`src/hdl/ptc_pkg.sv`:
```
// ----------------------------------------------------------------------------
// ptc_pkg
// Shared types, constants and register codes of the pressure and temperature
// compensation pipeline.
// ----------------------------------------------------------------------------
package ptc_pkg;

    localparam int RAW_W      = 20;
    localparam int CFG_DATA_W = 64;
    localparam int DIV_BITS   = 64;
    localparam int OBUF_DEPTH = 2;
    localparam int PTR_W      = (OBUF_DEPTH > 1) ? $clog2(OBUF_DEPTH) : 1;
    localparam int CNT_W      = $clog2(OBUF_DEPTH + 1);

    localparam logic [32:0] PRESS_OFFSET = 33'd128000;
    localparam logic [20:0] RAW_FULL     = 21'd1048576;
    localparam logic [11:0] DIV_SCALE    = 12'd3125;
    localparam logic [31:0] ROUND_HALF   = 32'd128;
    localparam logic [63:0] V1_BIAS      = 64'd1 << 47;

    typedef enum logic [1:0] {
        CFG_TEMP_CAL   = 2'd0,
        CFG_PRESS_LOW  = 2'd1,
        CFG_PRESS_HIGH = 2'd2,
        CFG_PRESS_LAST = 2'd3
    } cfg_idx_t;

    typedef struct packed {
        logic        [15:0] t1;
        logic signed [15:0] t2;
        logic signed [15:0] t3;
        logic        [15:0] p1;
        logic signed [15:0] p2;
        logic signed [15:0] p3;
        logic signed [15:0] p4;
        logic signed [15:0] p5;
        logic signed [15:0] p6;
        logic signed [15:0] p7;
        logic signed [15:0] p8;
        logic signed [15:0] p9;
    } cal_t;

    // temperature side to pressure side
    typedef struct packed {
        logic               vld;
        logic signed [31:0] tc;
        logic signed [32:0] av;
        logic        [20:0] p0;
    } tp_t;

    // operands of the divider
    typedef struct packed {
        logic               vld;
        logic signed [31:0] tc;
        logic               zero;
        logic               neg;
        logic        [63:0] ma;
        logic        [63:0] mb;
    } dq_t;

    // divider result
    typedef struct packed {
        logic               vld;
        logic signed [31:0] tc;
        logic               zero;
        logic               neg;
        logic        [63:0] quo;
    } qo_t;

    typedef struct packed {
        logic signed [31:0] tc;
        logic        [31:0] pq;
        logic               zero;
    } res_t;

endpackage

```
`src/hdl/ptc_temp.sv`:
```
// ----------------------------------------------------------------------------
// ptc_temp
// Five-stage temperature datapath in 32-bit wrapping arithmetic; also forms
// the centered temperature term and the inverted raw pressure.
// ----------------------------------------------------------------------------
module ptc_temp (
    input  logic                     clk,
    input  logic                     rst_n,
    input  logic                     advance,
    input  logic                     in_vld,
    input  logic [19:0]              raw_pressure,
    input  logic [19:0]              raw_temperature,
    input  ptc_pkg::cal_t            cal,
    output ptc_pkg::tp_t             tp
);
    import ptc_pkg::*;

    logic [4:0]         vld_reg;
    logic [20:0]        p0_reg [5];
    logic [17:0]        x_reg, x_next;
    logic [16:0]        d_reg, d_next;
    logic [31:0]        m1_reg, m1_next;
    logic [31:0]        dd_reg, dd_next;
    logic [31:0]        a_reg, a_next;
    logic [31:0]        e_reg, e_next;
    logic [31:0]        fine_reg, fine_next;
    logic signed [31:0] tc_reg, tc_next;
    logic signed [32:0] av_reg, av_next;
    logic signed [33:0] mx, dsq;
    logic signed [47:0] ev;
    logic [31:0]        f5;
    logic [20:0]        p0_next;

    always_comb
    begin
        x_next    = {1'b0, raw_temperature[19:3]} - {1'b0, cal.t1, 1'b0};
        d_next    = {1'b0, raw_temperature[19:4]} - {1'b0, cal.t1};
        p0_next   = RAW_FULL - {1'b0, raw_pressure};
        mx        = $signed(x_reg) * cal.t2;
        m1_next   = mx[31:0];
        dsq       = $signed(d_reg) * $signed(d_reg);
        dd_next   = dsq[31:0];
        a_next    = 32'($signed(m1_reg) >>> 11);
        ev        = ($signed(dd_reg) >>> 12) * cal.t3;
        e_next    = ev[31:0];
        fine_next = a_reg + 32'($signed(e_reg) >>> 14);
        // fine * 5 + 128, then divide by 256
        f5        = {fine_reg[29:0], 2'b00} + fine_reg + ROUND_HALF;
        tc_next   = $signed(f5) >>> 8;
        av_next   = 33'($signed(fine_reg)) - $signed(PRESS_OFFSET);
    end

    always_ff @(posedge clk or negedge rst_n)
    begin
        if (!rst_n)
        begin
            vld_reg <= '0;
        end
        else if (advance)
        begin
            vld_reg <= {vld_reg[3:0], in_vld};
        end
    end

    always_ff @(posedge clk)
    begin
        if (advance)
        begin
            x_reg     <= x_next;
            d_reg     <= d_next;
            p0_reg[0] <= p0_next;
            m1_reg    <= m1_next;
            dd_reg    <= dd_next;
            p0_reg[1] <= p0_reg[0];
            a_reg     <= a_next;
            e_reg     <= e_next;
            p0_reg[2] <= p0_reg[1];
            fine_reg  <= fine_next;
            p0_reg[3] <= p0_reg[2];
            tc_reg    <= tc_next;
            av_reg    <= av_next;
            p0_reg[4] <= p0_reg[3];
        end
    end

    assign tp.vld = vld_reg[4];
    assign tp.tc  = tc_reg;
    assign tp.av  = av_reg;
    assign tp.p0  = p0_reg[4];

endmodule

```
`config.mk`:
```
export PLATFORM = sky130hd
export DESIGN_NAME = ptc_temp
export DESIGN_NICKNAME = d
export VERILOG_FILES = /design/src/hdl/ptc_pkg.sv /design/src/hdl/ptc_temp.sv
export SDC_FILE = /design/constraint.sdc
export NUM_CORES = 2
export LEC_CHECK = 0
export ABC_AREA = 1
export BUFFER_PORTS_ARGS = -buffer_cell sky130_fd_sc_hd__buf_2
export CAP_MARGIN = 20
export CORE_MARGIN = 2
export CORE_UTILIZATION = 55
export CTS_BUF_LIST = sky130_fd_sc_hd__clkbuf_4 sky130_fd_sc_hd__clkbuf_8
export DETAILED_ROUTE_END_ITERATION = 7
export PLACE_DENSITY = 0.74
export SLEW_MARGIN = 20
export SYNTH_ARGS = -nofsm -noshare
export SYNTH_HDL_FRONTEND = slang
export SYNTH_SLANG_ARGS = --single-unit
export TNS_END_PERCENT = 50
```
`constraint.sdc`:
```
create_clock -name clk -period 17.19 [get_ports clk]
set_input_delay 3.438 -clock clk [delete_from_list [all_inputs] [get_ports clk]]
set_output_delay 3.438 -clock clk [all_outputs]
set_load 0.1 [all_outputs]
```
# After elaboration in Yosys (flattened, before gate mapping)

Memories as Yosys holds them, arrays and structs flattened.
Index checks and enable logic that the tools add are counted.

$add $sub $neg: 7
Multiply operators: 3
Mux-type cells: 2

Operator list:

| kind                                                | count |
|---|---|
| adder 32 x 8 -> 32 bit, second input constant       | 1 |
| multiplier 17 x 17 -> 32 bit                        | 1 |
| multiplier 18 x 16 -> 32 bit                        | 1 |
| multiplier 20 x 16 -> 32 bit                        | 1 |
| adder 24 x 22 -> 25 bit                             | 1 |
| subtractor 22 x 18 -> 23 bit, second input constant | 1 |
| adder 21 x 18 -> 22 bit                             | 1 |
| subtractor 21 x 20 -> 21 bit, first input constant  | 1 |
| subtractor 17 x 17 -> 18 bit                        | 1 |
| subtractor 16 x 16 -> 17 bit                        | 1 |
| 2-to-1 mux 1 bit                                    | 2 |

Flip-flop bits (word level): 236
Bits in writable memories: 105
Input port bits: 236
Memories: 1

Memory list:

| memory | depth | bits a word | rd ports | clocked after memory_dff | wr ports | line           | RTL |
|---|---|---|---|---|---|---|---|
| p0_reg | 5     | 21          | 5        | 0                        | 5        | ptc_temp.sv:19 | `logic [20:0] p0_reg [5];` |

# Logic depth before layout (Yosys ltp)

Depth in word-level cells: 2
Mapped depth: 28
Depth with buffers taken out: 26

# Worst setup path before layout

OpenSTA, ideal clock, no wires.

Kind: input -> register
From: in cal[162] (netlist name)
To: reg m1_reg[18] (data pin)
Data arrival time: 8565 ps
Required time: 16938 ps
Setup slack: 8373 ps
Cell stages on the path: 22
Buffers on the path: 2
Cells stage by stage: clkbuf_1 clkbuf_1 nand2_1 fa_1 fa_1 inv_1 fa_1 inv_1 fa_1 fa_1 fa_1 inv_1 ha_1 a21o_1 nor2_1 nand3_1 a21oi_1 o21bai_2 a21oi_1 inv_1 nand2_1 nand2_1

Cells in the longest elaborated chain, start to end: 1

RTL lines:

| element                      | line           | RTL |
|---|---|---|
| start, declared              | ptc_temp.sv:13 | `input ptc_pkg::cal_t cal,` |
| multiplier 18 x 16 -> 32 bit | ptc_temp.sv:39 | `mx = $signed(x_reg) * cal.t2;` |
| named net mx[18]             | ptc_temp.sv:29 | `logic signed [33:0] mx, dsq;` |
| end signal, assigned         | ptc_temp.sv:72 | `m1_reg <= m1_next;` |
| end, declared                | ptc_temp.sv:22 | `logic [31:0] m1_reg, m1_next;` |

The timed path passes the listed nets, and every way through them passes these cells.
A chain may end at the register's enable or synchronous reset.

# Final worst setup path

From: in cal[164] (netlist name)
To: reg m1_reg[30] (data pin)

The elaborated chain is that of the path after synthesis.

==> reports/metrics.yaml <==
status: "completed"
fin_tns_setup_ns: 0
critPathCaptureType: "register"
postLayoutCellArea_um2: 47200
n_fill_cell: 6975
avgRoutedWirePerCell_um: 15.5
critical_path_peak_fanout: 18
fin_util: 0.587
final_cell_mix: "1538 x inv_1, 1156 x nand2_1, 816 x fa_1"
grt_overflow: 0
route.detailed.drc: 0
min_path_type: "register to register"
syn2layout_area_growth_pct: 5.68
die_w_um: 289
cts_max_level: 2
fin_cells: 6313
critPathArrivalTime_ns: 9.16
cts.path.max_buffers: 3
cts_hold_buffers: 0
synth_top_cell_by_area: "fa_1"
grt_pass1_wl_um: 166000
post_cts_resized: 0
synth.cell_area_um2: 44600
dr.pass1.iters: 7
mostFrequentLayoutCell: "inv_1"
synth_cells: 5153
hpwl_um: 78200
worst-slew-pin-transition_ns: 0.947
finalCriticalPeriod_ns: 8.74
fp-row-count: 104
placed_area_um2: 46100
gp_congestion: 0.942
finalMaxSlewViolations: 0
async_flop_share: 0.0181
cts_setup_buffers: 0
drt_iter0_markers: 2031
die-height_um: 289
synth_cell_types: 51
ys_top_cells_by_area: "fa_1 37%, edfxtp_1 18%, inv_1 13%"
max-cap-violations: 0
largest_reg_flops: 105
numCtsBuffers: 49
coreArea_um2: 80400
vias_per_cell: 5.08
dp.cells: 6215
antenna_left: 0
worstPathRequired_ns: 17.61
antenna_found_initial: 6
ys_ff_latch: 277
skew_ns: 0.0524
relSlewSlack: 0.369
hold_viol: 0
start_util: 0.555
grt_max_degree: 81
multi_input_comb_area_um2: 29600
grt.total_usage: 0.248
clockRootBuffer: "clkbuf_8"
rsz0062_at_grt: "no"
nets: 6564
tritoncts: "done"
yosysSeqAreaShare: 0.186
cts_sinks: 277
clkTransAtPathRegs_ns: 0.06
start_kind: "input pin"
yosysTopAreaCellShare: 0.366
synth.avg_cell_area_um2: 8.66
setup_viol_count_final: 0
postSynthNetCount: 6511
drive_gt1_frac: 0.0637
dominantRegCellSynth: "edfxtp_1"
io_pins: 323
clk_latency_ns: 0.66
period_share: 0.508
routed_wirelength_um: 98000
dieArea_um2: 83500
portBuffers: 175
yosysWarnings: 0
route.vias.total: 32000
synth-edff-count: 272
fmaxAchievable_mhz: 114
ff_latch_area_um2: 8290
crit_type: "input pin to register"
grt_pass1_vias: 34300
==> through the flow <==
step | hold WS (ns) | setup slack [ns]
after floorplan | 0.400 | 8.37
after global placement | 0.400 | 7.93
after detailed placement | 0.405 | 7.84
after CTS | 0.363 | 8.57
after global routing | 0.397 | 8.18
final | 0.372 | 8.45
==> final timing paths <==
check | endpoint | slack [ns] | cells after the start | from
max | m1_reg[30]$_DFFE_PP_ | 8.45 | 21 | cal[164]
min | p0_reg[0][81]$_DFFE_PP_ | 0.37 | 0 | p0_reg[0][60]$_DFFE_PP_
max reg2reg | dd_reg[31]$_DFFE_PP_ | 10.53 | 20 | x_reg[17]$_DFFE_PP_
min reg2reg | p0_reg[0][81]$_DFFE_PP_ | 0.37 | 0 | p0_reg[0][60]$_DFFE_PP_
max in group asynchronous | vld_reg[2]$_DFFE_PN0P_ | 14.49 | 1 | rst_n
min in group asynchronous | vld_reg[3]$_DFFE_PN0P_ | 2.57 | 1 | rst_n
==> synthesized netlist by cell type (29+ instances only) <==
master,n
edfxtp_1,272
nand2_1,1156
xnor2_1,52
nor3_1,29
o21ai_0,70
buf_4,40
inv_1,1538
xor2_1,127
nand3_1,81
nor2_1,172
ha_1,306
a21oi_1,146
fa_1,816
nand4_1,38
clkbuf_1,148
==> routing by layer <==
layer  share of wire  track usage
met5         0.00011            0
met4           0.034       0.0848
met3           0.064       0.0346
met2            0.49        0.430
met1            0.41        0.322
==> critical path: stages <==
cell,delay [ns]
buf_2,0.41
nand2_1,0.18
fa_1,0.62
inv_1,0.07
fa_1,0.77
inv_1,0.20
fa_1,0.51
inv_1,0.05
fa_1,0.52
inv_1,0.05
fa_1,0.47
inv_1,0.05
fa_1,0.50
ha_1,0.39
inv_1,0.10
nor3_1,0.27
nand4_1,0.16
nor2_1,0.16
a211oi_1,0.07
nand3_1,0.08
nand2_1,0.07
==> cell type report <==
type,instances,share of cell area
well taps,1060,0.0281
clock buffers,57,0.0156
diodes,9,0.000477
repair buffers,201,0.0229
inverters,1544,0.123
multi-input cells,3133,0.628
clock inverters,32,0.00581
flip-flops and latches,277,0.176
==> cell families after synthesis <==
family,synth area share
buf+inv,0.150
simple gates,0.140
fa+ha+maj,0.452
compound gates,0.0365
flops,0.186
xor+xnor,0.0361
mux,0.000252
Power is left out: the tool's default activity adds up to more than one toggle a clock period on the data nets, which glitch-free logic cannot reach.
