**config.mk**
```make
export PLATFORM = sky130hd
export DESIGN_NAME = ptc_obuf_flat
export DESIGN_NICKNAME = d
export VERILOG_FILES = /design/src/hdl/ptc_pkg.sv /design/src/hdl/ptc_out_if.sv /design/src/hdl/ptc_obuf.sv /design/src/flat_wrapper.sv
export SDC_FILE = /design/constraint.sdc
export NUM_CORES = 1
export LEC_CHECK = 0
export BUFFER_PORTS_ARGS = -buffer_cell sky130_fd_sc_hd__buf_2
export CAP_MARGIN = 5
export CORE_MARGIN = 4
export CORE_UTILIZATION = 41
export DETAILED_ROUTE_END_ITERATION = 16
export PLACE_DENSITY = 0.7
export SYNTH_ARGS = -nofsm -noshare
export SYNTH_HDL_FRONTEND = slang
export SYNTH_SLANG_ARGS = --single-unit
```
**constraint.sdc**
```tcl
create_clock -name clk -period 4.15 [get_ports clk]
set_clock_uncertainty 0.15 [all_clocks]
set_input_delay 0.2075 -clock clk [delete_from_list [all_inputs] [get_ports clk]]
set_output_delay 0.2075 -clock clk [all_outputs]
set_load 0.02 [all_outputs]
```
**src/hdl/ptc_pkg.sv**
```systemverilog
// ----------------------------------------------------------------------------
// ptc_pkg
// Shared types, constants and register codes of the pressure and temperature
// compensation pipeline.
// ----------------------------------------------------------------------------
package ptc_pkg;

    localparam int RAW_W      = 20;
    localparam int CFG_DATA_W = 64;
    localparam int DIV_BITS   = 64;
    localparam int OBUF_DEPTH = 2;
    localparam int PTR_W      = (OBUF_DEPTH > 1) ? $clog2(OBUF_DEPTH) : 1;
    localparam int CNT_W      = $clog2(OBUF_DEPTH + 1);

    localparam logic [32:0] PRESS_OFFSET = 33'd128000;
    localparam logic [20:0] RAW_FULL     = 21'd1048576;
    localparam logic [11:0] DIV_SCALE    = 12'd3125;
    localparam logic [31:0] ROUND_HALF   = 32'd128;
    localparam logic [63:0] V1_BIAS      = 64'd1 << 47;

    typedef enum logic [1:0] {
        CFG_TEMP_CAL   = 2'd0,
        CFG_PRESS_LOW  = 2'd1,
        CFG_PRESS_HIGH = 2'd2,
        CFG_PRESS_LAST = 2'd3
    } cfg_idx_t;

    typedef struct packed {
        logic        [15:0] t1;
        logic signed [15:0] t2;
        logic signed [15:0] t3;
        logic        [15:0] p1;
        logic signed [15:0] p2;
        logic signed [15:0] p3;
        logic signed [15:0] p4;
        logic signed [15:0] p5;
        logic signed [15:0] p6;
        logic signed [15:0] p7;
        logic signed [15:0] p8;
        logic signed [15:0] p9;
    } cal_t;

    // temperature side to pressure side
    typedef struct packed {
        logic               vld;
        logic signed [31:0] tc;
        logic signed [32:0] av;
        logic        [20:0] p0;
    } tp_t;

    // operands of the divider
    typedef struct packed {
        logic               vld;
        logic signed [31:0] tc;
        logic               zero;
        logic               neg;
        logic        [63:0] ma;
        logic        [63:0] mb;
    } dq_t;

    // divider result
    typedef struct packed {
        logic               vld;
        logic signed [31:0] tc;
        logic               zero;
        logic               neg;
        logic        [63:0] quo;
    } qo_t;

    typedef struct packed {
        logic signed [31:0] tc;
        logic        [31:0] pq;
        logic               zero;
    } res_t;

endpackage

```
**src/hdl/ptc_out_if.sv**
```systemverilog
// ----------------------------------------------------------------------------
// ptc_out_if
// Compensated result channel: temperature, pressure and divisor flag.
// ----------------------------------------------------------------------------
interface ptc_out_if;
    logic               valid;
    logic               ready;
    logic signed [31:0] temperature_centi;
    logic        [31:0] pressure_q8;
    logic               divisor_zero;

    modport source (output valid, output temperature_centi, output pressure_q8,
                    output divisor_zero, input ready);
    modport sink   (input valid, input temperature_centi, input pressure_q8,
                    input divisor_zero, output ready);
endinterface

```
**src/hdl/ptc_obuf.sv**
```systemverilog
// ----------------------------------------------------------------------------
// ptc_obuf
// Small output queue between the pipeline and the result channel; its fill
// level decides when the pipeline moves.
// ----------------------------------------------------------------------------
module ptc_obuf (
    input  logic          clk,
    input  logic          rst_n,
    input  logic          push,
    input  ptc_pkg::res_t din,
    output logic          room,
    ptc_out_if.source     result
);
    import ptc_pkg::*;

    res_t             data_reg [OBUF_DEPTH];
    logic [PTR_W-1:0] wr_ptr_reg, wr_ptr_next;
    logic [PTR_W-1:0] rd_ptr_reg, rd_ptr_next;
    logic [CNT_W-1:0] cnt_reg, cnt_next;
    logic             pop;

    assign pop = result.valid & result.ready;

    always_comb
    begin
        wr_ptr_next = wr_ptr_reg;
        rd_ptr_next = rd_ptr_reg;
        if (push)
        begin
            wr_ptr_next = (wr_ptr_reg == PTR_W'(OBUF_DEPTH - 1)) ? '0 : wr_ptr_reg + 1'b1;
        end
        if (pop)
        begin
            rd_ptr_next = (rd_ptr_reg == PTR_W'(OBUF_DEPTH - 1)) ? '0 : rd_ptr_reg + 1'b1;
        end
        cnt_next = cnt_reg + CNT_W'(push) - CNT_W'(pop);
    end

    always_ff @(posedge clk or negedge rst_n)
    begin
        if (!rst_n)
        begin
            wr_ptr_reg <= '0;
            rd_ptr_reg <= '0;
            cnt_reg    <= '0;
        end
        else
        begin
            wr_ptr_reg <= wr_ptr_next;
            rd_ptr_reg <= rd_ptr_next;
            cnt_reg    <= cnt_next;
        end
    end

    always_ff @(posedge clk)
    begin
        if (push)
        begin
            data_reg[wr_ptr_reg] <= din;
        end
    end

    assign room                     = (cnt_reg != CNT_W'(OBUF_DEPTH));
    assign result.valid             = (cnt_reg != '0);
    assign result.temperature_centi = data_reg[rd_ptr_reg].tc;
    assign result.pressure_q8       = data_reg[rd_ptr_reg].pq;
    assign result.divisor_zero      = data_reg[rd_ptr_reg].zero;

endmodule

```
**src/flat_wrapper.sv**
```systemverilog
// flat-port wrapper written by rule: the top's interface ports become plain ports
module ptc_obuf_flat import ptc_pkg::*;
  (clk, rst_n, push, din, room, result_valid, result_temperature_centi, result_pressure_q8, result_divisor_zero, result_ready);
  ptc_out_if result_i ();
  input  logic clk;
  input  logic rst_n;
  input  logic push;
  input  ptc_pkg::res_t din;
  output logic room;
  output wire logic [$bits(result_i.valid)-1:0] result_valid;
  output wire logic [$bits(result_i.temperature_centi)-1:0] result_temperature_centi;
  output wire logic [$bits(result_i.pressure_q8)-1:0] result_pressure_q8;
  output wire logic [$bits(result_i.divisor_zero)-1:0] result_divisor_zero;
  input wire logic [$bits(result_i.ready)-1:0] result_ready;
  assign result_valid = result_i.valid;
  assign result_temperature_centi = result_i.temperature_centi;
  assign result_pressure_q8 = result_i.pressure_q8;
  assign result_divisor_zero = result_i.divisor_zero;
  assign result_i.ready = result_ready;
  ptc_obuf u_core (.clk(clk), .rst_n(rst_n), .push(push), .din(din), .room(room), .result(result_i));
endmodule
```
Word-level counts from Yosys, hierarchy flattened
Memories as Yosys holds them, arrays and structs flattened.
Cells that the tools add are included.
{ "totals": {"regBits": 4, "ramBits": 130, "inputBits": 69, "n_memories": 1} }
{ "classes": {"add_sub_neg": 4, "n_eq_ne": 1, "mux": 4, "bitwise": 1, "reduce_logical": 1} }
{ "memory_table": {"columns": ["memory", "words", "word_bits", "read_ports", "rd_clocked_by_memory_dff", "write_ports", "line_no", "text"], "rows": [
  ["u_core.data_reg", 2, 65, 1, 0, 1, "ptc_obuf.sv:16", "res_t data_reg [OBUF_DEPTH];"]
]} }
{ "ops": {"columns": ["cell", "count"], "rows": [
  ["$mux W1", 4],
  ["$add A1 B1 Y1 const B", 2],
  ["$add A2 B1 Y2", 1],
  ["$ne A2 B2 Y1 const B", 1],
  ["$reduce_bool A2 Y1", 1],
  ["$sub A2 B1 Y2", 1],
  ["$and A1 B1 Y1", 1]
]} }

Logic depth before layout (Yosys ltp)
{ "logic_depth": {"word_depth": 3, "mapped_depth": 6, "ltp_nobuf": 6} }

Worst setup path after synthesis
No wires, ideal clock.
{ "synth_path": {"kind": "register -> register", "start": "register u_core.wr_ptr_reg", "end": "memory u_core.data_reg[0][0] (netlist name), enable pin", "arrival_ns": 3.291, "setup_slack_ns": 0.213, "path_stages_with_launch": 2, "n_path_buf": 0, "period_less_slack_ns": 3.937, "cell_sequence": "dfrtp_1 nor2b_1"} }
{ "synth_lines": {"columns": ["item", "line_no", "text"], "rows": [
  ["start: declaration", "ptc_obuf.sv:17", "logic [PTR_W-1:0] wr_ptr_reg, wr_ptr_next;"],
  ["start signal: assignment", "ptc_obuf.sv:49", "wr_ptr_reg <= wr_ptr_next;"],
  ["end: declaration", "ptc_obuf.sv:16", null]
]} }
Straight into the memory's write port.

Worst setup path in the final report
{ "layout_path": {"start": "register u_core.rd_ptr_reg", "end": "output result_temperature_centi[24]"} }
{ "layout_between": {"elab_chain_len": 1} }
{ "layout_lines": {"columns": ["item", "line_no", "text"], "rows": [
  ["start: declaration", "ptc_obuf.sv:18", "logic [PTR_W-1:0] rd_ptr_reg, rd_ptr_next;"],
  ["start signal: assignment", "ptc_obuf.sv:50", "rd_ptr_reg <= rd_ptr_next;"],
  ["$mem_v2 Z2 W65", null, null],
  ["end: declaration", "flat_wrapper.sv:11", "output wire logic [$bits(result_i.temperature_centi)-1:0] result_temperature_centi;"]
]} }
No other way between the ends.

==> summary.md <==
| Metric | Value |
|---|---|
| Die H | 119 um |
| Gate power share | 29.1% |
| Vias per cell | 4.55 |
| Initial DRC Count | 184 |
| Die footprint | 14200 um^2 |
| Fin crit share | 61.2% |
| Clock power frac | 28.8% |
| Fmax | 0.393 GHz |
| Crit end category | primary output |
| #FFs+latches synth | 134 |
| Endpoints failing setup | 0 |
| FF-to-FF setup slack | 2.33 ns |
| Number of flip-flops in the largest register | 130 |
| Congestion Overflow GR | 0 |
| Worst min-delay path class | input pin to flop |
| Port-buffer cells | 135 |
| DRC Markers | 0 |
| P_leak | 2.85 nW |
| Syn_nets | 290 |
| Seq pwr share | 42.1% |
| Share of post-route cells with drive strength above 1 | 51.2% |
| GR Util met1 | 14.7% |
| Vias in the first global route | 3123 |
| Hold depth | 2 |
| First-pass GRT wire length | 15100 um |
| Total CTS buffers | 17 |
| Worst reg2reg path endpoint | u_core.data_reg[0][22] |
| Leading cell types by total area after synthesis | edfxtp_1, mux2_4, mux2_2, dfrtp_1, buf_6 |
| GR peak layer | met2 |
| Peak supply drop | 0.000466 V |
| Mapped Area | 5050 um^2 |
| M2 GR Usage | 24.4% |
| Vias | 2714 |
| CTS max path bufs | 2 |
| Clk sink count | 134 |
| DR pass1 iterations | 4 |
| Clk_lat worst skew | 0.41 ns |
| Site row count | 40 |
| PD cells | 679 nW/um^2 |
| Hold Crit Start | din[25] |
| Yosys top cell area share | 77.3% |
| CTS H-Tree Depth | 4 |
| M3 GR Usage | 5.37% |
| Worst slew margin | 26.2% |
| CTS tree | built |
| Worst Path Required | 3.79 ns |
| Top post-synthesis cells by count | edfxtp_1, mux2_4, mux2_2, buf_6, dfrtp_1 |
| Final WL | 9350 um |
| # fillers | 899 |
| Status | finished clean |
| Post-synth EDFFs | 130 |
| CTS Root Cell | clkbuf_16 |
| P_sw | 1.44 mW |
| IO Pins | 136 |
| Syn Area/Cell | 23.1 um^2 |
| Library cells used by synthesis | 15 |
| Unrepaired setup endpoints after global routing | false |
| Gpl congestion | 0.687 |
| Critical path type | flop to primary output |
| Layout area overhead | 40.9% |
| Total track usage | 14.0% |
| Crit path DAT | 2.18 ns |
| Remaining antenna violation count | 0 |
| Worst r2r src | u_core.wr_ptr_reg |
| Max-cap viol count | 0 |
| Antenna Cells | 0 |
| Launch point of the critical path | u_core.rd_ptr_reg |
| Initial Util | 42.0% |
| Least-Margin Pin Slew | 1.11 ns |
| Setup WS pre-CTS | 2.00 ns |
| Setup TNS | 0 ns |
| Dpl hpwl | 5360 um |
| Ys flop type | edfxtp_1 |
| Core ar. | 12000 um^2 |
| Top-count cell post-synth | edfxtp_1 |
| Asr flop ratio synth | 2.99% |
| Reg2Reg Depth | 2 |
| Post-cts sizing count | 0 |
| Yosys warns | 0 |
| Initial antenna violation count | 0 |
| Hold EP | u_core.data_reg[1][25] |
| Fin nets | 507 |
| Switching Share | 29.8% |
| Hold Slack | 0.360 ns |
| Die width | 119 um |
| CP max FO | 66 |
| Pwr Total | 4.83 mW |
| WL per Instance | 15.7 um |
| Cell internal pwr | 3.39 mW |
| Clock transition at path regs | 0.05 ns |
| Sequential fraction of the synthesis area | 79.3% |
| Fin. Hold Viols | 0 |
| Largest net degree at the start of global routing | 67 |
| Max-slew violation count | 0 |
| Minimum clock period | 2.54 ns |
| Area leader, netlist | edfxtp_1 |
| CP Launch Type | flop |
| Cells after Synth | 219 |
| Post-route setup slack | 1.61 ns |
## metrics by stage
stage	instance area, um^2	cells	utilization (%)
final	7120	596	59.2
after floorplan	5050	219	-
after global routing	7120	596	59.2
after CTS	7120	596	59.2
after global placement	5860	495	48.8
after detailed placement	5860	495	48.8
## critical path: stages (launching register included)
cell and delay, ns:
dfrtp_4 1.16, mux2_2 0.43, buf_2 0.16
## metal layers
| layer | vias to the layer above | routed length [um] | part of all wire, % |
|---|---|---|---|
| li1 | 1303 | - | - |
| met1 | 1300 | 3630 | 39 |
| met2 | 92 | 4920 | 53 |
| met3 | 19 | 595 | 6.4 |
| met4 | 0 | 208 | 2.2 |
| met5 | - | 0 | 0 |
## power by group through the flow
stage	Clock [mW]	Combinational, mW	Sequential, mW
CTS	1.42	1.43	2.05
global route	1.49	1.50	2.08
finish	1.39	1.41	2.04
floorplan	0	1.15	1.90
global placement	0	1.37	2.05
detailed placement	0	1.38	2.07
## layout make-up
type	instances	area, um^2	area share (%)
Sequential cell	134	4010	56.3
Tap cell	147	184	2.58
Clock inverter	4	43.8	0.615
Inverter	2	7.51	0.106
Timing Repair Buffer	205	1370	19.3
Multi-Input combinational cell	76	982	13.8
Clock buffer	28	517	7.26
## cell families (layout without fill, tap and decap cells)
logic type	Yosys count	after routing	synth area share, %
mux	65	65	17.5
compound gates	1	1	0.149
flops	134	134	79.3
buf+inv	9	239	1.46
xor+xnor	4	4	0.694
simple gates	4	4	0.446
fa+ha+maj	2	2	0.495
## cells in the final DEF, fill, tap and decap left out, drive strengths merged
cell and n:
buf 136, edfxtp 130, dlygate4sd3 69, mux2 65, clkbuf 28, dfrtp 4, clkinv 3, inv 2
xnor2 2, xor2 2, ha 2, or2 1, o21a 1, nor2b 1, nand2 1, and2 1
bufinv 1
## worst max-delay path by stage
stage                                         endpoint  slack [ns]  cells after the start
after detailed placement  result_temperature_centi[10]        2.00                      2
final                     result_temperature_centi[24]        1.61                      2
after global routing      result_temperature_centi[19]        1.48                      2
after CTS                 result_temperature_centi[10]        1.54                      2
after floorplan                  u_core.data_reg[0][0]        0.21                      1
after global placement    result_temperature_centi[18]        2.01                      2
## repair_timing
action / in CTS / in global routing
hold endpoints to repair: 137 / 0
setup endpoints to repair: 0 / 0
hold buffers: 69 / 0
setup buffers: 0 / 0
Power figures use the tool's default switching activity.
